--- src/rtl/core/cbm_pkg.sv ---
// ----------------------------------------------------------------------------
// cbm_pkg
// Shared types, register addresses and the write decoder of the cartridge
// bank mapper.
// ----------------------------------------------------------------------------
package cbm_pkg;

   localparam int AddrBits    = 16;
   localparam int DataBits    = 8;
   localparam int ChrWindows  = 8;
   localparam int ChrWinBits  = $clog2(ChrWindows);
   localparam int PrgWinBits  = 2;
   localparam int MirrorBits  = 2;

   // Address decode mask and the decoded register addresses.
   localparam logic [AddrBits-1:0] DecodeMask = 16'hF0CF;
   localparam logic [AddrBits-1:0] RegPrg0    = 16'h8000;
   localparam logic [AddrBits-1:0] RegMirror  = 16'h9000;
   localparam logic [AddrBits-1:0] RegSwapA   = 16'h9002;
   localparam logic [AddrBits-1:0] RegSwapB   = 16'h9080;
   localparam logic [AddrBits-1:0] RegPrg1    = 16'hA000;
   localparam logic [AddrBits-1:0] RegLatchLo = 16'hF000;
   localparam logic [AddrBits-1:0] RegLatchHi = 16'hF001;
   localparam logic [AddrBits-1:0] RegIrqCtrl = 16'hF002;
   localparam logic [AddrBits-1:0] RegIrqAck  = 16'hF003;

   // First and last 4K page that holds CHR bank registers.
   localparam logic [3:0] ChrPageFirst = 4'hB;
   localparam logic [3:0] ChrPageLast  = 4'hE;

   // PRG window codes.
   localparam logic [PrgWinBits-1:0] PrgWin8000 = 2'd0;
   localparam logic [PrgWinBits-1:0] PrgWinA000 = 2'd1;
   localparam logic [PrgWinBits-1:0] PrgWinC000 = 2'd2;

   localparam logic [DataBits-1:0] CountMax = 8'hFF;

   typedef enum logic [3:0] {
      OP_NONE,
      OP_TICK,
      OP_PRG0,
      OP_PRG1,
      OP_MIRROR,
      OP_SWAP,
      OP_CHR,
      OP_LATCH_LO,
      OP_LATCH_HI,
      OP_IRQ_CTRL,
      OP_IRQ_ACK
   } op_type;

   // Decoded form of one input item.
   typedef struct packed {
      op_type                op;
      logic [ChrWinBits-1:0] chr_win;
      logic                  chr_high;
   } cmd_type;

   // Status handed from the control registers to the result path.
   typedef struct packed {
      logic swap_c000;
      logic irq_level;
   } ctrl_status_type;

   // One result item.
   typedef struct packed {
      logic                  prg_update;
      logic [PrgWinBits-1:0] prg_window;
      logic [DataBits-1:0]   prg_bank;
      logic                  chr_update;
      logic [ChrWinBits-1:0] chr_window;
      logic [DataBits-1:0]   chr_bank;
      logic                  mirror_update;
      logic [MirrorBits-1:0] mirror_mode;
      logic                  irq_level;
   } rsp_type;

   // Turns an item into an operation code and the CHR window it targets.
   function automatic cmd_type decode(input logic kind, input logic [AddrBits-1:0] address);
      logic [AddrBits-1:0] dec;
      logic [3:0]          page;
      logic [3:0]          page_ofs;
      cmd_type             cmd;
      dec          = address & DecodeMask;
      page         = dec[15:12];
      page_ofs     = page - ChrPageFirst;
      cmd.op       = OP_NONE;
      cmd.chr_win  = {page_ofs[1:0], dec[1]};
      cmd.chr_high = dec[0];
      if (kind) begin
         cmd.op = OP_TICK;
      end else begin
         case (dec)
            RegPrg0:            cmd.op = OP_PRG0;
            RegPrg1:            cmd.op = OP_PRG1;
            RegMirror:          cmd.op = OP_MIRROR;
            RegSwapA, RegSwapB: cmd.op = OP_SWAP;
            RegLatchLo:         cmd.op = OP_LATCH_LO;
            RegLatchHi:         cmd.op = OP_LATCH_HI;
            RegIrqCtrl:         cmd.op = OP_IRQ_CTRL;
            RegIrqAck:          cmd.op = OP_IRQ_ACK;
            default: begin
               if (page inside {[ChrPageFirst:ChrPageLast]} && dec[7:0] <= 8'd3) begin
                  cmd.op = OP_CHR;
               end
            end
         endcase
      end
      return cmd;
   endfunction

endpackage

--- src/rtl/core/cbm_channels.sv ---
// ----------------------------------------------------------------------------
// cbm_channels
// Valid/ready channel interfaces for request and response items.
// ----------------------------------------------------------------------------
interface cbm_req_if;
   logic                          valid;
   logic                          ready;
   logic                          kind;
   logic [cbm_pkg::AddrBits-1:0]  address;
   logic [cbm_pkg::DataBits-1:0]  write_data;

   modport source (output valid, output kind, output address, output write_data,
                   input ready);
   modport sink   (input valid, input kind, input address, input write_data,
                   output ready);
endinterface

interface cbm_rsp_if;
   logic                            valid;
   logic                            ready;
   logic                            prg_update;
   logic [cbm_pkg::PrgWinBits-1:0]  prg_window;
   logic [cbm_pkg::DataBits-1:0]    prg_bank;
   logic                            chr_update;
   logic [cbm_pkg::ChrWinBits-1:0]  chr_window;
   logic [cbm_pkg::DataBits-1:0]    chr_bank;
   logic                            mirror_update;
   logic [cbm_pkg::MirrorBits-1:0]  mirror_mode;
   logic                            irq_level;

   modport source (output valid, output prg_update, output prg_window, output prg_bank,
                   output chr_update, output chr_window, output chr_bank,
                   output mirror_update, output mirror_mode, output irq_level,
                   input ready);
   modport sink   (input valid, input prg_update, input prg_window, input prg_bank,
                   input chr_update, input chr_window, input chr_bank,
                   input mirror_update, input mirror_mode, input irq_level,
                   output ready);
endinterface

--- src/rtl/core/cbm_chr_mem.sv ---
// ----------------------------------------------------------------------------
// cbm_chr_mem
// CHR bank register file: a small synchronous memory with registered read,
// per-entry valid bits for the reset contents and write-to-read forwarding.
// ----------------------------------------------------------------------------
module cbm_chr_mem #(
   parameter int Depth = cbm_pkg::ChrWindows,
   parameter int Width = cbm_pkg::DataBits
) (
   input  logic                     clock,
   input  logic                     reset,
   input  logic                     rd_en,
   input  logic [$clog2(Depth)-1:0] rd_addr,
   input  logic                     wr_en,
   input  logic [$clog2(Depth)-1:0] wr_addr,
   input  logic [Width-1:0]         wr_data,
   output logic [Width-1:0]         rd_data
);

   localparam int AddrW = $clog2(Depth);

   logic [Width-1:0] chr_mem [Depth];
   logic [Width-1:0] mem_rd_ff;
   logic [Depth-1:0] valid_ff;
   logic [Depth-1:0] valid_in;
   logic             entry_valid_ff;
   logic [AddrW-1:0] rd_addr_ff;
   logic             fwd_hit_ff;
   logic [Width-1:0] fwd_data_ff;

   // Memory array: write port and registered read port.
   always_ff @(posedge clock) begin
      if (wr_en) begin
         chr_mem[wr_addr] <= wr_data;
      end
      if (rd_en) begin
         mem_rd_ff <= chr_mem[rd_addr];
      end
   end

   // An entry becomes valid on its first write; until then it reads as its index.
   always_comb begin
      valid_in = valid_ff;
      if (wr_en) begin
         valid_in[wr_addr] = 1'b1;
      end
   end

   always_ff @(posedge clock) begin
      if (reset) begin
         valid_ff <= '0;
      end else begin
         valid_ff <= valid_in;
      end
   end

   // A read that meets a write to the same entry in the same cycle takes the new data.
   always_ff @(posedge clock) begin
      if (rd_en) begin
         rd_addr_ff     <= rd_addr;
         entry_valid_ff <= valid_ff[rd_addr];
         fwd_hit_ff     <= wr_en && (wr_addr == rd_addr);
         fwd_data_ff    <= wr_data;
      end
   end

   always_comb begin
      if (fwd_hit_ff) begin
         rd_data = fwd_data_ff;
      end else if (entry_valid_ff) begin
         rd_data = mem_rd_ff;
      end else begin
         rd_data = Width'(rd_addr_ff);
      end
   end

endmodule

--- src/rtl/core/cbm_irq_ctrl.sv ---
// ----------------------------------------------------------------------------
// cbm_irq_ctrl
// Swap mode, IRQ latch, counter, enable bits and IRQ line, updated as each
// item leaves the execute stage.
// ----------------------------------------------------------------------------
module cbm_irq_ctrl (
   input  logic                         clock,
   input  logic                         reset,
   input  logic                         fire,
   input  cbm_pkg::op_type              op,
   input  logic [cbm_pkg::DataBits-1:0] data,
   output cbm_pkg::ctrl_status_type     status
);

   logic                         swap_ff,   swap_in;
   logic [1:0]                   enable_ff, enable_in;
   logic [cbm_pkg::DataBits-1:0] count_ff,  count_in;
   logic [cbm_pkg::DataBits-1:0] reload_ff, reload_in;
   logic                         line_ff,   line_in;

   // Next-state logic for the item in the execute stage.
   always_comb begin
      swap_in   = swap_ff;
      enable_in = enable_ff;
      count_in  = count_ff;
      reload_in = reload_ff;
      line_in   = line_ff;
      case (op)
         cbm_pkg::OP_TICK: begin
            if (enable_ff[1]) begin
               if (count_ff == cbm_pkg::CountMax) begin
                  count_in = reload_ff;
                  line_in  = 1'b1;
               end else begin
                  count_in = count_ff + 8'd1;
               end
            end
         end
         cbm_pkg::OP_SWAP: swap_in = data[1];
         cbm_pkg::OP_LATCH_LO: begin
            reload_in = {reload_ff[7:4], data[3:0]};
            line_in   = 1'b0;
         end
         cbm_pkg::OP_LATCH_HI: begin
            reload_in = {data[3:0], reload_ff[3:0]};
            line_in   = 1'b0;
         end
         cbm_pkg::OP_IRQ_CTRL: begin
            enable_in = data[1:0];
            if (data[1]) begin
               count_in = reload_ff;
            end
            line_in = 1'b0;
         end
         cbm_pkg::OP_IRQ_ACK: begin
            enable_in = {enable_ff[0], enable_ff[0]};
            line_in   = 1'b0;
         end
         default: begin
         end
      endcase
   end

   always_ff @(posedge clock) begin
      if (reset) begin
         swap_ff   <= 1'b0;
         enable_ff <= '0;
         count_ff  <= '0;
         reload_ff <= '0;
         line_ff   <= 1'b0;
      end else if (fire) begin
         swap_ff   <= swap_in;
         enable_ff <= enable_in;
         count_ff  <= count_in;
         reload_ff <= reload_in;
         line_ff   <= line_in;
      end
   end

   // The swap bit is read before this item's update; the IRQ level after it.
   assign status.swap_c000 = swap_ff;
   assign status.irq_level = line_in;

endmodule

--- src/rtl/core/cartridge_bank_mapper_irq_core.sv ---
// ----------------------------------------------------------------------------
// cartridge_bank_mapper_irq_core
// Cartridge bank mapper with scanline IRQ counter.
// ----------------------------------------------------------------------------
// Usage:
//   req_if carries one item per handshake: a CPU write (kind 0, address and
//   write_data) or a scanline tick (kind 1). rsp_if returns exactly one
//   result item per request item, in order: PRG, CHR and mirroring updates
//   and the IRQ level after the item.
//   The request item and its CHR bank memory read are registered on
//   acceptance; the execute stage then merges the nibble, writes the entry
//   back and registers the result in the result register. Throughput is one
//   item per cycle while the receiver takes each result; back-to-back writes
//   to the same CHR entry are served by forwarding from the write port.
//   Reset clears all mapper registers and the CHR valid bits at once, so
//   each CHR window reads as its own index until written; no clearing pass.
//   When the receiver stalls, the result register holds, the execute stage
//   keeps one more item, and req_if.ready drops until the result is taken.
// ----------------------------------------------------------------------------
module cartridge_bank_mapper_irq_core (
   input  logic      clock,
   input  logic      reset,
   cbm_req_if.sink   req_if,
   cbm_rsp_if.source rsp_if
);

   logic                         req_fire;
   logic                         s1_fire;
   logic                         s1_valid_ff;
   cbm_pkg::cmd_type             cmd_in;
   cbm_pkg::cmd_type             s1_cmd_ff;
   logic [cbm_pkg::DataBits-1:0] s1_data_ff;
   logic [cbm_pkg::DataBits-1:0] chr_cur;
   logic [cbm_pkg::DataBits-1:0] chr_new;
   logic                         chr_wr;
   cbm_pkg::ctrl_status_type     status;
   cbm_pkg::rsp_type             rsp_in;
   cbm_pkg::rsp_type             rsp_ff;
   logic                         rsp_valid_ff;

   // Handshake: the execute stage advances when the result register frees up.
   assign s1_fire       = s1_valid_ff && (!rsp_valid_ff || rsp_if.ready);
   assign req_if.ready  = !s1_valid_ff || s1_fire;
   assign req_fire      = req_if.valid && req_if.ready;
   assign cmd_in        = cbm_pkg::decode(req_if.kind, req_if.address);

   // Execute stage registers.
   always_ff @(posedge clock) begin
      if (reset) begin
         s1_valid_ff <= 1'b0;
      end else if (req_fire) begin
         s1_valid_ff <= 1'b1;
      end else if (s1_fire) begin
         s1_valid_ff <= 1'b0;
      end
   end

   always_ff @(posedge clock) begin
      if (req_fire) begin
         s1_cmd_ff  <= cmd_in;
         s1_data_ff <= req_if.write_data;
      end
   end

   // CHR bank memory, read on acceptance and written back from execute.
   assign chr_wr = s1_fire && (s1_cmd_ff.op == cbm_pkg::OP_CHR);

   cbm_chr_mem #(
      .Depth (cbm_pkg::ChrWindows),
      .Width (cbm_pkg::DataBits)
   ) u_chr_mem (
      .clock   (clock),
      .reset   (reset),
      .rd_en   (req_fire),
      .rd_addr (cmd_in.chr_win),
      .wr_en   (chr_wr),
      .wr_addr (s1_cmd_ff.chr_win),
      .wr_data (chr_new),
      .rd_data (chr_cur)
   );

   // Nibble merge: data bits 3..0 land in the high or low half.
   assign chr_new = s1_cmd_ff.chr_high ? {s1_data_ff[3:0], chr_cur[3:0]}
                                       : {chr_cur[7:4], s1_data_ff[3:0]};

   cbm_irq_ctrl u_irq_ctrl (
      .clock  (clock),
      .reset  (reset),
      .fire   (s1_fire),
      .op     (s1_cmd_ff.op),
      .data   (s1_data_ff),
      .status (status)
   );

   // Result assembly; fields of groups that were not updated stay zero.
   always_comb begin
      rsp_in           = '0;
      rsp_in.irq_level = status.irq_level;
      case (s1_cmd_ff.op)
         cbm_pkg::OP_PRG0: begin
            rsp_in.prg_update = 1'b1;
            rsp_in.prg_window = status.swap_c000 ? cbm_pkg::PrgWinC000
                                                 : cbm_pkg::PrgWin8000;
            rsp_in.prg_bank   = s1_data_ff;
         end
         cbm_pkg::OP_PRG1: begin
            rsp_in.prg_update = 1'b1;
            rsp_in.prg_window = cbm_pkg::PrgWinA000;
            rsp_in.prg_bank   = s1_data_ff;
         end
         cbm_pkg::OP_MIRROR: begin
            rsp_in.mirror_update = 1'b1;
            rsp_in.mirror_mode   = s1_data_ff[1:0];
         end
         cbm_pkg::OP_CHR: begin
            rsp_in.chr_update = 1'b1;
            rsp_in.chr_window = s1_cmd_ff.chr_win;
            rsp_in.chr_bank   = chr_new;
         end
         default: begin
         end
      endcase
   end

   // Result register.
   always_ff @(posedge clock) begin
      if (reset) begin
         rsp_valid_ff <= 1'b0;
      end else if (s1_fire) begin
         rsp_valid_ff <= 1'b1;
      end else if (rsp_if.ready) begin
         rsp_valid_ff <= 1'b0;
      end
   end

   always_ff @(posedge clock) begin
      if (s1_fire) begin
         rsp_ff <= rsp_in;
      end
   end

   assign rsp_if.valid         = rsp_valid_ff;
   assign rsp_if.prg_update    = rsp_ff.prg_update;
   assign rsp_if.prg_window    = rsp_ff.prg_window;
   assign rsp_if.prg_bank      = rsp_ff.prg_bank;
   assign rsp_if.chr_update    = rsp_ff.chr_update;
   assign rsp_if.chr_window    = rsp_ff.chr_window;
   assign rsp_if.chr_bank      = rsp_ff.chr_bank;
   assign rsp_if.mirror_update = rsp_ff.mirror_update;
   assign rsp_if.mirror_mode   = rsp_ff.mirror_mode;
   assign rsp_if.irq_level     = rsp_ff.irq_level;

endmodule

--- src/flat_wrapper.sv ---
// flat-port wrapper written by rule: the top's interface ports become plain ports
module cartridge_bank_mapper_irq_core_flat 
  (clock, reset, req_if_valid, req_if_kind, req_if_address, req_if_write_data, req_if_ready, rsp_if_valid, rsp_if_prg_update, rsp_if_prg_window, rsp_if_prg_bank, rsp_if_chr_update, rsp_if_chr_window, rsp_if_chr_bank, rsp_if_mirror_update, rsp_if_mirror_mode, rsp_if_irq_level, rsp_if_ready);
  cbm_req_if req_if_i ();
  cbm_rsp_if rsp_if_i ();
  input  logic clock;
  input  logic reset;
  input wire logic [$bits(req_if_i.valid)-1:0] req_if_valid;
  input wire logic [$bits(req_if_i.kind)-1:0] req_if_kind;
  input wire logic [$bits(req_if_i.address)-1:0] req_if_address;
  input wire logic [$bits(req_if_i.write_data)-1:0] req_if_write_data;
  output wire logic [$bits(req_if_i.ready)-1:0] req_if_ready;
  output wire logic [$bits(rsp_if_i.valid)-1:0] rsp_if_valid;
  output wire logic [$bits(rsp_if_i.prg_update)-1:0] rsp_if_prg_update;
  output wire logic [$bits(rsp_if_i.prg_window)-1:0] rsp_if_prg_window;
  output wire logic [$bits(rsp_if_i.prg_bank)-1:0] rsp_if_prg_bank;
  output wire logic [$bits(rsp_if_i.chr_update)-1:0] rsp_if_chr_update;
  output wire logic [$bits(rsp_if_i.chr_window)-1:0] rsp_if_chr_window;
  output wire logic [$bits(rsp_if_i.chr_bank)-1:0] rsp_if_chr_bank;
  output wire logic [$bits(rsp_if_i.mirror_update)-1:0] rsp_if_mirror_update;
  output wire logic [$bits(rsp_if_i.mirror_mode)-1:0] rsp_if_mirror_mode;
  output wire logic [$bits(rsp_if_i.irq_level)-1:0] rsp_if_irq_level;
  input wire logic [$bits(rsp_if_i.ready)-1:0] rsp_if_ready;
  assign req_if_i.valid = req_if_valid;
  assign req_if_i.kind = req_if_kind;
  assign req_if_i.address = req_if_address;
  assign req_if_i.write_data = req_if_write_data;
  assign req_if_ready = req_if_i.ready;
  assign rsp_if_valid = rsp_if_i.valid;
  assign rsp_if_prg_update = rsp_if_i.prg_update;
  assign rsp_if_prg_window = rsp_if_i.prg_window;
  assign rsp_if_prg_bank = rsp_if_i.prg_bank;
  assign rsp_if_chr_update = rsp_if_i.chr_update;
  assign rsp_if_chr_window = rsp_if_i.chr_window;
  assign rsp_if_chr_bank = rsp_if_i.chr_bank;
  assign rsp_if_mirror_update = rsp_if_i.mirror_update;
  assign rsp_if_mirror_mode = rsp_if_i.mirror_mode;
  assign rsp_if_irq_level = rsp_if_i.irq_level;
  assign rsp_if_i.ready = rsp_if_ready;
  cartridge_bank_mapper_irq_core u_core (.clock(clock), .reset(reset), .req_if(req_if_i), .rsp_if(rsp_if_i));
endmodule
--- config.mk ---
export PLATFORM = sky130hd
export DESIGN_NAME = cartridge_bank_mapper_irq_core_flat
export DESIGN_NICKNAME = d
export VERILOG_FILES = /design/src/rtl/core/cbm_pkg.sv /design/src/rtl/core/cbm_channels.sv /design/src/rtl/core/cbm_chr_mem.sv /design/src/rtl/core/cbm_irq_ctrl.sv /design/src/rtl/core/cartridge_bank_mapper_irq_core.sv /design/src/flat_wrapper.sv
export SDC_FILE = /design/constraint.sdc
export NUM_CORES = 1
export LEC_CHECK = 0
export ABC_AREA = 1
export BUFFER_PORTS_ARGS = -buffer_cell sky130_fd_sc_hd__buf_2
export CAP_MARGIN = 15
export CELL_PAD_IN_SITES_DETAIL_PLACEMENT = 1
export CELL_PAD_IN_SITES_GLOBAL_PLACEMENT = 1
export CORE_ASPECT_RATIO = 1.75
export CORE_MARGIN = 2
export CORE_UTILIZATION = 47
export DETAILED_ROUTE_END_ITERATION = 12
export GPL_TIMING_DRIVEN = 0
export PLACE_DENSITY = 0.82
export SLEW_MARGIN = 20
export SYNTH_ARGS = -nofsm -noshare
export SYNTH_HDL_FRONTEND = slang
export SYNTH_SLANG_ARGS = --single-unit
export TNS_END_PERCENT = 5
--- constraint.sdc ---
create_clock -name clock -period 2.6 [get_ports clock]
set_input_delay 0.13 -clock clock [delete_from_list [all_inputs] [get_ports clock]]
set_output_delay 0.13 -clock clock [all_outputs]
set_load 0.05 [all_outputs]
==> flow_summary.json <==
{
  "synth_cells": 620,
  "die-width_um": 93.1,
  "postSynthRegisterBits": 155,
  "hpwlAfterDp_um": 13400,
  "max_root_sink_buffers": 2,
  "initial_core_util": 0.476,
  "grt_remaining_overflow": 0,
  "die-area_um2": 14900,
  "critical_path_class": "reg2reg",
  "worst_pin_slew_ns": 1.19,
  "power-per-cell-area_nw_per_um2": 749,
  "cts_buffers": 17,
  "detailedPlace.worstSlack_ns": -0.206,
  "rsz0062_at_grt": "false",
  "detail_route.drc_violations": 0,
  "cts.reportedPaths.clkPinSlew_ns": 0.07,
  "layout.cell_area.non_filler_um2": 7710,
  "post-route-period-util": 0.879,
  "final.setup_skew_ns": 0.0139,
  "final_cell_mix": "edfxtp_1, nand2_1, nor2_1",
  "cpLargestDelayFamily": "simple AND/OR/NAND/NOR gates",
  "num_rows": 57,
  "drt_pre_antenna_iters": 5,
  "adder_and_majority_gate_portion_of_the_synthesized_area": 0.00959,
  "dr_total_vias": 5065,
  "layout.nets": 736,
  "combinationalPowerShare": 0.085,
  "post-route-worst-setup-slack_ns": 0.313,
  "finalWirelength_um": 19600,
  "report.final.slew_viol_count": 0,
  "cp.arrival_ns": 2.59,
  "path_depth": 9,
  "cells_along_the_critical_path": "nand2_1, nand2_2, clkinvlp_4, nand2_1, inv_1, nand3_1, inv_1, nor2_1, nor2_1",
  "synth_largest_type_area_fraction": 0.575,
  "timing.critical_path.buf_inv": 3,
  "setup_viol_count_final": 0,
  "met2RoutedLength_um": 11300,
  "setup.worst_path.end_class": "register",
  "chipHeight_um": 160,
  "final_hold_viol_count": 0,
  "floorplan.core_area_um2": 13700,
  "track_usage": 0.265,
  "layout_min_cycle_time_ns": 2.29,
  "status": "completed",
  "antenna_violations_before_repair": 0,
  "power.share.switching": 0.276,
  "net-switching-power_w": 0.00159,
  "hold_class": "in2reg",
  "placedInstanceArea_um2": 7000,
  "start_kind": "register",
  "peak_fanout_along_the_critical_path": 16,
  "top_layer_used_by_detailed_routing": "met4",
  "synth.mux.area_fraction": 0,
  "synth_area_um2": 6520,
  "clkPwrFrac": 0.429,
  "route.layer.met1.wl_um": 6730,
  "synth_nets": 654,
  "detail_route.wl_per_cell_um": 22.0,
  "achievable-frequency_mhz": 437,
  "layout_commonest_cell": "edfxtp_1",
  "synthXorXnorAreaFrac": 0.00134,
  "p_seq_frac": 0.486,
  "largest_stage_delay_on_the_critical_path_ns": 0.48,
  "critical_path_s_slowest_cell": "clkinvlp_4",
  "slew_headroom": 0.208,
  "grt_start_max_net_pins": 35,
  "routabilityCongestion": 0.896,
  "max_cap_viols": 0,
  "avgViaCountPerCell": 5.68,
  "yosys.area.top_type": "edfxtp_1",
  "port-buffer-count": 50,
  "areaGrowthSynthToFinish_pct": 18.3,
  "h-tree-depth": 4,
  "grt_pass1_wl_um": 29500,
  "power.internal_w": 0.00418,
  "design.portCount": 58,
  "grt_pass1_vias": 5512,
  "met3_length_um": 711,
  "worstHoldPathCells": 3,
  "netlist-cell-type-count": 34,
  "final_layout_size_suffix_gt1_frac": 0.155,
  "tritoncts": "yes",
  "syn_area_per_cell_um2": 10.5,
  "ys_warn_count": 0,
  "clock_sinks": 155,
  "sequential_area_share_after_synthesis": 0.667,
  "insertion_delay_ns": 0.44,
  "clock_tree.root_cell": "clkbuf_16",
  "synth_simple_gate_area_frac": 0.154,
  "dr.first_iter.drc_count": 284,
  "drt.antenna.violating_nets": 0,
  "worst_ep_required_time_ns": 2.90,
  "num_antenna_cells": 0,
  "vdd_drop_max_uv": 448,
  "r2r.worst_path.cells": 9,
  "synth_compound_area_frac": 0.113,
  "leakage_nw": 2.97,
  "synth.top_cells.by_area": "edfxtp_1, dfxtp_1, nand2_1",
  "synth_top_family_by_area": "simple AND/OR/NAND/NOR gates"
}
-- timing repair --
action | 4_1_cts | 5_1_grt
endpoints found under the setup margin | 59 | 59
gates resized for setup | 1 | 0
hold buffers | 10 | 0
endpoints found under the hold margin | 10 | 0
gates cloned | 0 | 1
buffers inserted | 0 | 0
-- registers in the layout, summed over array words and instances (netlist names), 2 cells and up --
register / flops
u_core.u_chr_mem.rd_addr_ff: 3
u_core.s1_cmd_ff: 5
u_core.u_chr_mem.mem_rd_ff: 8
u_core.u_chr_mem.chr_mem: 64
u_core.rsp_if.prg_bank: 8
u_core.u_irq_ctrl.count_ff: 8
u_core.s1_data_ff: 8
u_core.rsp_if.chr_bank: 8
u_core.u_chr_mem.valid_ff: 8
u_core.u_chr_mem.fwd_data_ff: 8
u_core.u_irq_ctrl.reload_ff: 8
u_core.u_irq_ctrl.enable_ff: 2
u_core.rsp_if.mirror_mode: 2
u_core.rsp_if.prg_window: 2
u_core.rsp_if.chr_window: 3
-- Yosys cell counts --
cell      count
edfxtp_1    125
nand2_1     100
nor2_1       85
inv_1        64
o21ai_0      54
a21oi_1      46
dfxtp_1      30
nand3_1      20
o22ai_1      20
clkbuf_1     11
a22oi_1       8
and2_1        8
inv_2         6
ha_1          5
nor2_2        5
nor3_1        4
buf_2         3
nand4_1       3
o211ai_1      3
a31oi_1       2
buf_1         2
buf_4         2
nand2_2       2
nor2_4        2
buf_6         1
clkinv_1      1
nand2_4       1
nand3_2       1
nand3b_1      1
nor4_1        1
nor4_4        1
o21a_1        1
o21bai_1      1
xor2_1        1
-- worst paths after layout --
check	start	to	slack, ns
max	u_core.rsp_if.valid	u_core.u_chr_mem.valid_ff[5]	0.31
min	req_if_valid	u_core.s1_valid_ff	0.02
max reg2reg	u_core.rsp_if.valid	u_core.u_chr_mem.valid_ff[5]	0.31
min reg2reg	u_core.u_chr_mem.valid_ff[0]	u_core.u_chr_mem.valid_ff[0]	0.47
-- power groups by stage --
stage | combinational (W) | sequential [W] | clock (W)
after floorplan | 0.000211 | 0.00293 | 0
after global placement | 0.000433 | 0.00286 | 0
after detailed placement | 0.000457 | 0.00286 | 0
after CTS | 0.000477 | 0.00281 | 0.00248
after global routing | 0.000521 | 0.00281 | 0.00260
final | 0.000491 | 0.00281 | 0.00248
-- routing by layer --
layer	vias to the layer above	global-route usage
met5	-	0
met1	2550	0.261
li1	2294	-
met4	0	0.144
met3	61	0.0443
met2	160	0.508
-- metrics by stage --
stage / std cells / hold WS (ns) / TNS (ns) / power, W / utilization
6_report: 892 / 0.0212 / 0 / 0.00578 / 0.563
4_1_cts: 889 / 0.0150 / 0 / 0.00576 / 0.562
3_3_place_gp: 847 / 0.312 / -2.62 / 0.00329 / 0.511
5_1_grt: 892 / 0.00645 / 0 / 0.00594 / 0.563
3_5_place_dp: 847 / 0.311 / -9.93 / 0.00332 / 0.511
2_1_floorplan: 620 / 0.229 / 0 / 0.00314 / -
-- tightest hold or removal path, delay by kind of cell --
kind | cells | cell delay [ns]
AOI/OAI and AO/OA | 1 | 0.08
buffers and inverters | 1 | 0.09
and+or+nand+nor | 1 | 0.10
-- cells by family after synthesis --
kind of cell | count (synthesis)
fa+ha+maj | 5
xor+xnor | 1
flops | 155
buf+inv | 90
compound gates | 135
simple gates | 234
-- layout make-up --
type / count / area, um^2
plain buffers: 19 / 90.1
clock inverters: 15 / 170
repair inverters: 1 / 5.00
flip-flops and latches: 155 / 4350
repair buffers: 62 / 365
fillers: 1540 / 5980
inverters: 71 / 270
well taps: 177 / 221
clock buffers: 17 / 425
multi-input cells: 375 / 1810
Power figures use the tool's default switching activity.
